## config.mk

```make
export PLATFORM = sky130hd
export DESIGN_NAME = http_response_header_parser
export DESIGN_NICKNAME = d
export VERILOG_FILES = /design/src/design/hrhp_pkg.sv /design/src/design/hrhp_phase.sv /design/src/design/hrhp_value.sv /design/src/design/http_response_header_parser.sv
export SDC_FILE = /design/constraint.sdc
export NUM_CORES = 1
export LEC_CHECK = 0
export BUFFER_PORTS_ARGS = -buffer_cell sky130_fd_sc_hd__clkbuf_2
export CELL_PAD_IN_SITES_DETAIL_PLACEMENT = 0
export CELL_PAD_IN_SITES_GLOBAL_PLACEMENT = 1
export CORE_UTILIZATION = 46
export DETAILED_ROUTE_END_ITERATION = 10
export HOLD_SLACK_MARGIN = 0.1
export PLACE_DENSITY_LB_ADDON = 0.1
export SETUP_SLACK_MARGIN = 0.2
export SYNTH_ARGS = -nofsm -noshare
export SYNTH_HDL_FRONTEND = slang
export SYNTH_SLANG_ARGS = --single-unit
```

## constraint.sdc

```tcl
create_clock -name clk -period 7.65 [get_ports clk]
set_input_delay 0.765 -clock clk [delete_from_list [all_inputs] [get_ports clk]]
set_output_delay 0.765 -clock clk [all_outputs]
set_load 0.01 [all_outputs]
```

## src/design/hrhp_pkg.sv

```systemverilog
// ----------------------------------------------------------------------------
// hrhp_pkg
// Types, character codes and character class functions of the header parser.
// ----------------------------------------------------------------------------
`default_nettype none

package hrhp_pkg;

  // Verdict codes reported with every word
  typedef enum logic [1:0] {
    VERD_CONT = 2'd0,
    VERD_PASS = 2'd1,
    VERD_FAIL = 2'd2
  } verdict_t;

  // Parse phases, one-hot
  typedef enum logic [20:0] {
    PH_VER_H       = 21'h000001,
    PH_VER_T1      = 21'h000002,
    PH_VER_T2      = 21'h000004,
    PH_VER_P       = 21'h000008,
    PH_VER_SLASH   = 21'h000010,
    PH_VER_MAJOR   = 21'h000020,
    PH_VER_DOT     = 21'h000040,
    PH_VER_MINOR   = 21'h000080,
    PH_SP1         = 21'h000100,
    PH_CODE0       = 21'h000200,
    PH_CODE1       = 21'h000400,
    PH_CODE2       = 21'h000800,
    PH_SP2         = 21'h001000,
    PH_REASON      = 21'h002000,
    PH_STATUS_LF   = 21'h004000,
    PH_FIELD_LINE  = 21'h008000,
    PH_FIELD_NAME  = 21'h010000,
    PH_FIELD_VALUE = 21'h020000,
    PH_VALUE_OWS   = 21'h040000,
    PH_FIELD_LF    = 21'h080000,
    PH_END_LF      = 21'h100000
  } phase_t;

  // Content-length value scan state
  typedef enum logic [1:0] {
    VS_LEAD   = 2'd0,
    VS_DIGITS = 2'd1,
    VS_TRAIL  = 2'd2,
    VS_BAD    = 2'd3
  } vstate_t;

  // Control from the phase tracker to the value scanner
  typedef struct packed {
    logic consume;     // word is parsed (no verdict reached yet)
    logic open;        // colon seen: a field value begins
    logic is_length;   // the field name was content-length
    logic value_byte;  // word is a legal field value byte
    logic close;       // CR ends the field value
  } hrhp_ctrl_t;

  localparam logic [7:0] CH_CR    = 8'h0D;
  localparam logic [7:0] CH_LF    = 8'h0A;
  localparam logic [7:0] CH_SP    = 8'h20;
  localparam logic [7:0] CH_HTAB  = 8'h09;
  localparam logic [7:0] CH_COLON = 8'h3A;
  localparam logic [7:0] CH_DOT   = 8'h2E;
  localparam logic [7:0] CH_SLASH = 8'h2F;
  localparam logic [7:0] CH_H     = 8'h48;
  localparam logic [7:0] CH_T     = 8'h54;
  localparam logic [7:0] CH_P     = 8'h50;
  localparam logic [7:0] CH_CTL_MAX = 8'd31;
  localparam logic [7:0] CH_DEL   = 8'd127;

  localparam logic [3:0] NAME_LEN = 4'd14;
  localparam logic [3:0] NAME_POS_MAX = 4'd15;

  function automatic logic is_digit(input logic [7:0] c);
    return (c >= 8'h30) && (c <= 8'h39);
  endfunction

  function automatic logic is_blank(input logic [7:0] c);
    return (c == CH_SP) || (c == CH_HTAB);
  endfunction

  function automatic logic is_alpha(input logic [7:0] c);
    return ((c >= 8'h61) && (c <= 8'h7A)) || ((c >= 8'h41) && (c <= 8'h5A));
  endfunction

  function automatic logic is_token(input logic [7:0] c);
    logic sym;
    case (c)
      8'h21, 8'h23, 8'h24, 8'h25, 8'h26, 8'h27, 8'h2A, 8'h2B,
      8'h2D, 8'h2E, 8'h5E, 8'h5F, 8'h60, 8'h7C, 8'h7E: sym = 1'b1;
      default: sym = 1'b0;
    endcase
    return is_digit(c) || is_alpha(c) || sym;
  endfunction

  function automatic logic is_value(input logic [7:0] c);
    return ((c >= 8'h21) && (c <= 8'h7E)) || c[7];
  endfunction

  function automatic logic [7:0] to_lower(input logic [7:0] c);
    return ((c >= 8'h41) && (c <= 8'h5A)) ? (c + 8'd32) : c;
  endfunction

  // Lower-case letters of "content-length"
  function automatic logic [7:0] name_char(input logic [3:0] pos);
    logic [7:0] ch;
    case (pos)
      4'd0:  ch = 8'h63; // c
      4'd1:  ch = 8'h6F; // o
      4'd2:  ch = 8'h6E; // n
      4'd3:  ch = 8'h74; // t
      4'd4:  ch = 8'h65; // e
      4'd5:  ch = 8'h6E; // n
      4'd6:  ch = 8'h74; // t
      4'd7:  ch = 8'h2D; // -
      4'd8:  ch = 8'h6C; // l
      4'd9:  ch = 8'h65; // e
      4'd10: ch = 8'h6E; // n
      4'd11: ch = 8'h67; // g
      4'd12: ch = 8'h74; // t
      4'd13: ch = 8'h68; // h
      default: ch = 8'h00;
    endcase
    return ch;
  endfunction

endpackage

`default_nettype wire

```

## src/design/hrhp_phase.sv

```systemverilog
// ----------------------------------------------------------------------------
// hrhp_phase
// Syntax tracker: status line, field lines, name matching and the verdict.
// ----------------------------------------------------------------------------
`default_nettype none

module hrhp_phase import hrhp_pkg::*; (
  input  logic       clk,
  input  logic       rst,
  input  logic       step,
  input  logic       start,
  input  logic [7:0] byte_in,
  output hrhp_ctrl_t ctrl,
  output verdict_t   verdict
);

  phase_t     phase, phase_next, cur_phase;
  logic [3:0] name_pos, name_pos_next, cur_name_pos;
  logic       name_mis, name_mis_next, cur_name_mis;
  verdict_t   final_verdict, final_verdict_next, cur_verdict;

  logic [7:0] lc;
  logic       name_hit;
  logic       first_hit;
  logic [3:0] pos_inc;
  verdict_t   res;

  // start clears the state before this word is parsed
  assign cur_phase    = start ? PH_VER_H  : phase;
  assign cur_name_pos = start ? 4'd0      : name_pos;
  assign cur_name_mis = start ? 1'b0      : name_mis;
  assign cur_verdict  = start ? VERD_CONT : final_verdict;

  // case-insensitive compare against the content-length name
  assign lc        = to_lower(byte_in);
  assign name_hit  = (cur_name_pos < NAME_LEN) && (name_char(cur_name_pos) == lc);
  assign first_hit = (name_char(4'd0) == lc);
  assign pos_inc   = (cur_name_pos == NAME_POS_MAX) ? cur_name_pos : cur_name_pos + 4'd1;

  // next state and control for one word
  always_comb begin
    phase_next         = cur_phase;
    name_pos_next      = cur_name_pos;
    name_mis_next      = cur_name_mis;
    final_verdict_next = cur_verdict;
    ctrl               = '0;
    res                = VERD_CONT;
    if (cur_verdict == VERD_CONT) begin
      ctrl.consume = 1'b1;
      case (cur_phase)
        PH_VER_H:     if (byte_in == CH_H) phase_next = PH_VER_T1; else res = VERD_FAIL;
        PH_VER_T1:    if (byte_in == CH_T) phase_next = PH_VER_T2; else res = VERD_FAIL;
        PH_VER_T2:    if (byte_in == CH_T) phase_next = PH_VER_P; else res = VERD_FAIL;
        PH_VER_P:     if (byte_in == CH_P) phase_next = PH_VER_SLASH; else res = VERD_FAIL;
        PH_VER_SLASH: begin
          if (byte_in == CH_SLASH) phase_next = PH_VER_MAJOR; else res = VERD_FAIL;
        end
        PH_VER_MAJOR: begin
          if (is_digit(byte_in)) phase_next = PH_VER_DOT; else res = VERD_FAIL;
        end
        PH_VER_DOT:   if (byte_in == CH_DOT) phase_next = PH_VER_MINOR; else res = VERD_FAIL;
        PH_VER_MINOR: if (is_digit(byte_in)) phase_next = PH_SP1; else res = VERD_FAIL;
        PH_SP1:       if (byte_in == CH_SP) phase_next = PH_CODE0; else res = VERD_FAIL;
        PH_CODE0:     if (is_digit(byte_in)) phase_next = PH_CODE1; else res = VERD_FAIL;
        PH_CODE1:     if (is_digit(byte_in)) phase_next = PH_CODE2; else res = VERD_FAIL;
        PH_CODE2:     if (is_digit(byte_in)) phase_next = PH_SP2; else res = VERD_FAIL;
        PH_SP2:       if (byte_in == CH_SP) phase_next = PH_REASON; else res = VERD_FAIL;
        PH_REASON: begin
          if (byte_in == CH_CR) begin
            phase_next = PH_STATUS_LF;
          end else if ((byte_in <= CH_CTL_MAX) || (byte_in == CH_DEL)) begin
            res = VERD_FAIL;
          end
        end
        PH_STATUS_LF, PH_FIELD_LF: begin
          if (byte_in == CH_LF) phase_next = PH_FIELD_LINE; else res = VERD_FAIL;
        end
        PH_FIELD_LINE: begin
          if (byte_in == CH_CR) begin
            phase_next = PH_END_LF;
          end else if (is_token(byte_in)) begin
            name_pos_next = 4'd1;
            name_mis_next = !first_hit;
            phase_next    = PH_FIELD_NAME;
          end else begin
            res = VERD_FAIL;
          end
        end
        PH_FIELD_NAME: begin
          if (byte_in == CH_COLON) begin
            ctrl.open      = 1'b1;
            ctrl.is_length = !cur_name_mis && (cur_name_pos == NAME_LEN);
            phase_next     = PH_FIELD_VALUE;
          end else if (is_token(byte_in)) begin
            name_pos_next = pos_inc;
            name_mis_next = cur_name_mis | !name_hit;
          end else begin
            res = VERD_FAIL;
          end
        end
        PH_FIELD_VALUE, PH_VALUE_OWS: begin
          if (byte_in == CH_CR) begin
            ctrl.close = 1'b1;
            phase_next = PH_FIELD_LF;
          end else if (is_value(byte_in)) begin
            ctrl.value_byte = 1'b1;
            phase_next      = PH_FIELD_VALUE;
          end else if (is_blank(byte_in)) begin
            ctrl.value_byte = 1'b1;
            phase_next      = PH_VALUE_OWS;
          end else begin
            res = VERD_FAIL;
          end
        end
        PH_END_LF: res = (byte_in == CH_LF) ? VERD_PASS : VERD_FAIL;
        default:   res = VERD_FAIL;
      endcase
      final_verdict_next = res;
    end
  end

  always_ff @(posedge clk) begin
    if (rst) begin
      phase         <= PH_VER_H;
      name_pos      <= 4'd0;
      name_mis      <= 1'b0;
      final_verdict <= VERD_CONT;
    end else if (step) begin
      phase         <= phase_next;
      name_pos      <= name_pos_next;
      name_mis      <= name_mis_next;
      final_verdict <= final_verdict_next;
    end
  end

  assign verdict = final_verdict;

endmodule

`default_nettype wire

```

## src/design/hrhp_value.sv

```systemverilog
// ----------------------------------------------------------------------------
// hrhp_value
// Content-length value scanner: trims blanks, accumulates decimal digits.
// ----------------------------------------------------------------------------
`default_nettype none

module hrhp_value import hrhp_pkg::*; (
  input  logic        clk,
  input  logic        rst,
  input  logic        step,
  input  logic        start,
  input  logic [7:0]  byte_in,
  input  hrhp_ctrl_t  ctrl,
  output logic [63:0] content_length,
  output logic        length_found
);

  logic        in_len, in_len_next, cur_in_len;
  logic [63:0] acc, acc_next, cur_acc;
  vstate_t     vstate, vstate_next, cur_vstate;
  logic [63:0] len_value, len_value_next, cur_len_value;
  logic        len_valid, len_valid_next, cur_len_valid;

  logic [67:0] mac;
  logic [63:0] acc_step;

  assign cur_in_len    = start ? 1'b0    : in_len;
  assign cur_acc       = start ? '0      : acc;
  assign cur_vstate    = start ? VS_LEAD : vstate;
  assign cur_len_value = start ? '0      : len_value;
  assign cur_len_valid = start ? 1'b0    : len_valid;

  // acc * 10 + digit, saturating at all ones
  assign mac      = {1'b0, cur_acc, 3'b000} + {3'b000, cur_acc, 1'b0}
                    + {64'd0, byte_in[3:0]};
  assign acc_step = (|mac[67:64]) ? '1 : mac[63:0];

  always_comb begin
    in_len_next    = cur_in_len;
    acc_next       = cur_acc;
    vstate_next    = cur_vstate;
    len_value_next = cur_len_value;
    len_valid_next = cur_len_valid;
    // colon: new value begins
    if (ctrl.open) begin
      in_len_next = ctrl.is_length;
      acc_next    = '0;
      vstate_next = VS_LEAD;
    end
    // value word of a content-length field
    if (ctrl.value_byte && cur_in_len) begin
      if (is_blank(byte_in)) begin
        if (cur_vstate == VS_DIGITS) vstate_next = VS_TRAIL;
      end else if (is_digit(byte_in) &&
                   ((cur_vstate == VS_LEAD) || (cur_vstate == VS_DIGITS))) begin
        acc_next    = acc_step;
        vstate_next = VS_DIGITS;
      end else begin
        vstate_next = VS_BAD;
      end
    end
    // CR: keep the value if it held digits only
    if (ctrl.close) begin
      if (cur_in_len && ((cur_vstate == VS_DIGITS) || (cur_vstate == VS_TRAIL))) begin
        len_value_next = cur_acc;
        len_valid_next = 1'b1;
      end
      in_len_next = 1'b0;
      acc_next    = '0;
      vstate_next = VS_LEAD;
    end
  end

  always_ff @(posedge clk) begin
    if (rst) begin
      in_len    <= 1'b0;
      acc       <= '0;
      vstate    <= VS_LEAD;
      len_value <= '0;
      len_valid <= 1'b0;
    end else if (step) begin
      in_len    <= in_len_next;
      acc       <= acc_next;
      vstate    <= vstate_next;
      len_value <= len_value_next;
      len_valid <= len_valid_next;
    end
  end

  assign content_length = len_value;
  assign length_found   = len_valid;

endmodule

`default_nettype wire

```

## src/design/http_response_header_parser.sv

```systemverilog
// An accepted word is held in the input register; its result word is registered in the parse state when it is parsed.
// Throughput: one word per cycle while the output is not stalled; the only loop is the parse state update.
// The input stage stalls only while a result word is held by a stalled output.
// Reset (rst, synchronous) clears all parse state, the counters and both valids;
// start_req clears the parse state ahead of the word that carries it.
// ----------------------------------------------------------------------------
// http_response_header_parser
// One-byte-per-word HTTP/d.d response header checker with content-length (any single-digit version).
// ----------------------------------------------------------------------------
`default_nettype none

module http_response_header_parser import hrhp_pkg::*; #(
  parameter int COUNT_BITS = 32
) (
  input  logic        clk,
  input  logic        rst,
  input  logic        in_valid,
  output logic        in_stall,
  input  logic [7:0]  data_byte,
  input  logic        start_req,
  output logic        out_valid,
  input  logic        out_stall,
  output logic [1:0]  verdict,
  output logic [31:0] header_length,
  output logic [63:0] content_length,
  output logic        length_found
);

  logic                  s1_valid;
  logic [7:0]            s1_byte;
  logic                  s1_start;
  logic                  step;
  logic                  in_accept;
  hrhp_ctrl_t            ctrl;
  verdict_t              phase_verdict;
  logic [COUNT_BITS-1:0] byte_count, byte_count_next, cur_count;

  // handshake: parse when the result register is free
  assign step      = s1_valid && (!out_valid || !out_stall);
  assign in_stall  = s1_valid && !step;
  assign in_accept = in_valid && !in_stall;

  // input register
  always_ff @(posedge clk) begin
    if (rst) begin
      s1_valid <= 1'b0;
    end else if (in_accept) begin
      s1_valid <= 1'b1;
    end else if (step) begin
      s1_valid <= 1'b0;
    end
  end

  always_ff @(posedge clk) begin
    if (in_accept) begin
      s1_byte  <= data_byte;
      s1_start <= start_req;
    end
  end

  hrhp_phase u_phase (
    .clk     (clk),
    .rst     (rst),
    .step    (step),
    .start   (s1_start),
    .byte_in (s1_byte),
    .ctrl    (ctrl),
    .verdict (phase_verdict)
  );

  hrhp_value u_value (
    .clk            (clk),
    .rst            (rst),
    .step           (step),
    .start          (s1_start),
    .byte_in        (s1_byte),
    .ctrl           (ctrl),
    .content_length (content_length),
    .length_found   (length_found)
  );

  // byte counter, saturating; frozen once a verdict is reached
  assign cur_count = s1_start ? '0 : byte_count;
  always_comb begin
    byte_count_next = cur_count;
    if (ctrl.consume && !(&cur_count)) byte_count_next = cur_count + COUNT_BITS'(1);
  end

  always_ff @(posedge clk) begin
    if (rst) begin
      byte_count <= '0;
    end else if (step) begin
      byte_count <= byte_count_next;
    end
  end

  // result valid
  always_ff @(posedge clk) begin
    if (rst) begin
      out_valid <= 1'b0;
    end else if (step) begin
      out_valid <= 1'b1;
    end else if (!out_stall) begin
      out_valid <= 1'b0;
    end
  end

  // header_length saturates at 32 bits
  generate
    if (COUNT_BITS > 32) begin : g_len_sat
      assign header_length = (|byte_count[COUNT_BITS-1:32]) ? '1 : byte_count[31:0];
    end else begin : g_len_ext
      assign header_length = 32'(byte_count);
    end
  endgenerate

  assign verdict = phase_verdict;

endmodule

`default_nettype wire

```

==> summary.md <==
| Metric | Value |
|---|---|
| Run status | finished clean |
| Initial antenna violation count | 0 |
| Sequential-to-total area share from yosys stat | 26.0% |
| RSZ-0062 raised after global routing | false |
| PD cells | 143 mW/mm^2 |
| Launch point of the worst reg-to-reg path | s1_start$_DFFE_PP_ |
| Synth Register Bits | 203 |
| Largest net degree at the start of global routing | 103 |
| Initial DRC Count | 1117 |
| Starting Density | 47.2% |
| Post_cts resized | 0 |
| CTS Hold Bufs | 0 |
| Cell area after synthesis | 0.0160 mm^2 |
| GRT Util Overall | 30.9% |
| Count leader, synth | nand2_1 |
| Clock root buffer | clkbuf_16 |
| Fin crit period | 5.60 ns |
| Multi-input logic area | 0.0112 mm^2 |
| Share of layout cells above drive strength 1 | 9.51% |
| Max Cap Violations | 0 |
| Worst Hold Path EP | s1_byte[2]$_DFFE_PP_ |
| # nets final | 2342 |
| Final setup skew | 0.0138 ns |
| Num CTS Buffers | 25 |
| Vias in the first global route | 15800 |
| Final Hold Viols | 0 |
| Worst-Margin Slew | 1.28 ns |
| Crit start category | flop |
| Placed instance area | 0.0168 mm^2 |
| Filler cells | 3428 |
| Vias per cell | 6.21 |
| TritonCTS clock tree | yes |
| Cell area after layout | 0.0177 mm^2 |
| Die area | 0.0355 mm^2 |
| RD Place Congestion | 0.942 |
| Clock latency on the worst-skew pair | 0.55 ns |
| Reg clk slew, reported paths | 0.06 ns |
| Area Overhead vs Synth | 10.6% |
| Static Leak | 7.44 nW |
| Final setup vio count | 0 |
| Core Area | 0.0339 mm^2 |
| Post-DP HPWL | 40400 um |
| Detailed-route wire length | 55700 um |
| Drt drc | 0 |
| Min-delay src | data_byte[2] |
| Tcrit/Tclk final | 73.2% |
| First-pass GRT wire length | 88200 um |
| Register area | 0.00415 mm^2 |
| H-tree depth | 1 |
| Worst EP arrival | 6.04 ns |
| I/O pin count | 114 |
| Die height | 188 um |
| Syn_area_per_cell | 7.40 um^2 |
| Deepest clock path buffer count | 3 |
| Setup repair bufs after CTS | 0 |
| Top cell type's share of synthesized area | 24.3% |
| First-pass DRT Iterations | 5 |
| Ys Warns | 0 |
| CP startpoint | s1_start$_DFFE_PP_ |
| Crit. End Element | flop |
| Slew margin rel. | 14.3% |
| Die width | 188 um |
| Final cell count without fillers | 2658 |
| Synth async-reset ratio | 0% |
| IO Port Bufs | 113 |
| Min-delay worst type | primary input to flop |
| Max FO, Critical Path | 102 |
| # clock sinks | 203 |
| Reg-to-reg endpoint | u_value.acc[13]$_SDFFE_PP0P_ |
| Via count | 16500 |
| Cell depth of the worst hold path | 1 |
| Worst Reg2Reg Path Length in Cells | 16 |
| Cell count after synthesis | 2160 |
| ANT nets after route | 0 |
| Peak VDD IR | 174 uV |
| Max Slew Vio Count | 0 |
| Worst EP required | 8.09 ns |
| Cell variety after synth | 87 |
| Synth area leader | dfxtp_1 |
| Final setup TNS | 0 ns |
| Highest clock rate | 178 MHz |
| Core Util, Final | 52.2% |
| Post-synth EDFFs | 9 |
| Synth cell count leaders | nand2_1, nor2_1, dfxtp_1, ha_1, a21oi_1 |
| Cell Rows | 67 |
| Leading post-synthesis cells by cell area | dfxtp_1, ha_1, nand2_1 |
| Synth Net Count | 2311 |
| Main synth FF type | dfxtp_1 |
| Placed Cells | 2612 |
| Per-cell routed wire length | 21.0 um |
| Grt ovf | 0 |
| Worst Setup Path Type | flop to flop |
| R2R setup slack | 2.05 ns |
-- critical path, stage by stage, from the launching register on --
cell and delay, ns:
edfxtp_1 0.37, buf_12 0.40, nor2b_1 0.20, xor2_1 0.19, ha_1 0.33, inv_1 0.06, fa_1 0.45, nand2b_1 0.18
a211oi_1 0.46, o21ai_1 0.18, a211o_1 0.34, a211oi_1 0.35, o21ai_0 0.14, and4_1 0.26, or2_2 0.74, or3_1 0.52
a32o_1 0.25
-- area by class of cell --
cell class                      count  share of cell area (%)
Clock buffer                       34                    4.07
Inverter                           39                   0.828
Antenna cell                        1                  0.0141
Tap cell                          448                    3.17
Sequential cell                   203                    23.5
Timing Repair Buffer              131                    4.05
Clock inverter                     11                   0.913
Multi-Input combinational cell   1791                    63.5
-- metal layers --
metal	track usage, %	vias up	share of wire (%)
li1	-	7997	-
met1	39.9	7834	43
met2	52.4	548	48
met3	3.69	128	5.6
met4	11.8	0	3.6
met5	0	-	0
-- layout by cell type (no fill, tap or decap), drive strengths merged, types with 49 or more instances in the layout --
master  count
a21oi     135
a22oi      72
clkbuf    146
dfxtp     194
ha        137
nand2     339
nand3      61
nor2      214
nor2b      76
nor3       57
o21ai     118
xnor2      49
-- flip-flops by register name, summed over array words and instances (netlist names), 2 cells and up --
| signal | count |
|---|---|
| u_phase.phase | 21 |
| u_value.acc | 64 |
| header_length | 32 |
| u_value.content_length | 64 |
| u_phase.verdict | 2 |
| s1_byte | 8 |
| u_phase.name_pos | 4 |
| u_value.vstate | 2 |
-- how the worst max path moves through the flow --
stage,to,slack (ns),depth (start not counted)
after CTS,u_value.acc[13]$_SDFFE_PP0P_,2.10,16
after global placement,u_value.acc[13]$_SDFFE_PP0P_,2.25,16
final,u_value.acc[13]$_SDFFE_PP0P_,2.05,16
after global routing,u_value.acc[29]$_SDFFE_PP0P_,1.65,16
after detailed placement,u_value.acc[13]$_SDFFE_PP0P_,2.12,16
after floorplan,u_value.acc[63]$_SDFFE_PP0P_,2.26,21
-- cell families after synthesis --
group	count (synthesis)	share of synthesized area [%]
AO/OA/AOI/OAI	611	25.3
multiplexers	5	0.329
flip-flops	203	26.0
buffers and inverters	166	4.06
AND/OR/NAND/NOR	951	28.8
XOR/XNOR	86	4.71
adder cells (fa/ha/maj)	138	10.8
-- through the flow --
step                power [mW]  worst slack [ns]  hold WS (ns)
finish                    2.52              2.05         0.392
floorplan                 1.19              2.26         0.427
CTS                       2.54              2.10         0.372
global placement          1.25              2.25         0.448
detailed placement        1.25              2.12         0.450
global route              2.60              1.65         0.380
-- power breakdown --
group	switching, mW	total [mW]	internal, mW
Combinational	0.108	0.141	0.0330
Sequential	0.0153	1.09	1.07
Clock	0.502	1.29	0.792
Note: power is estimated with default switching activity, not from simulation.
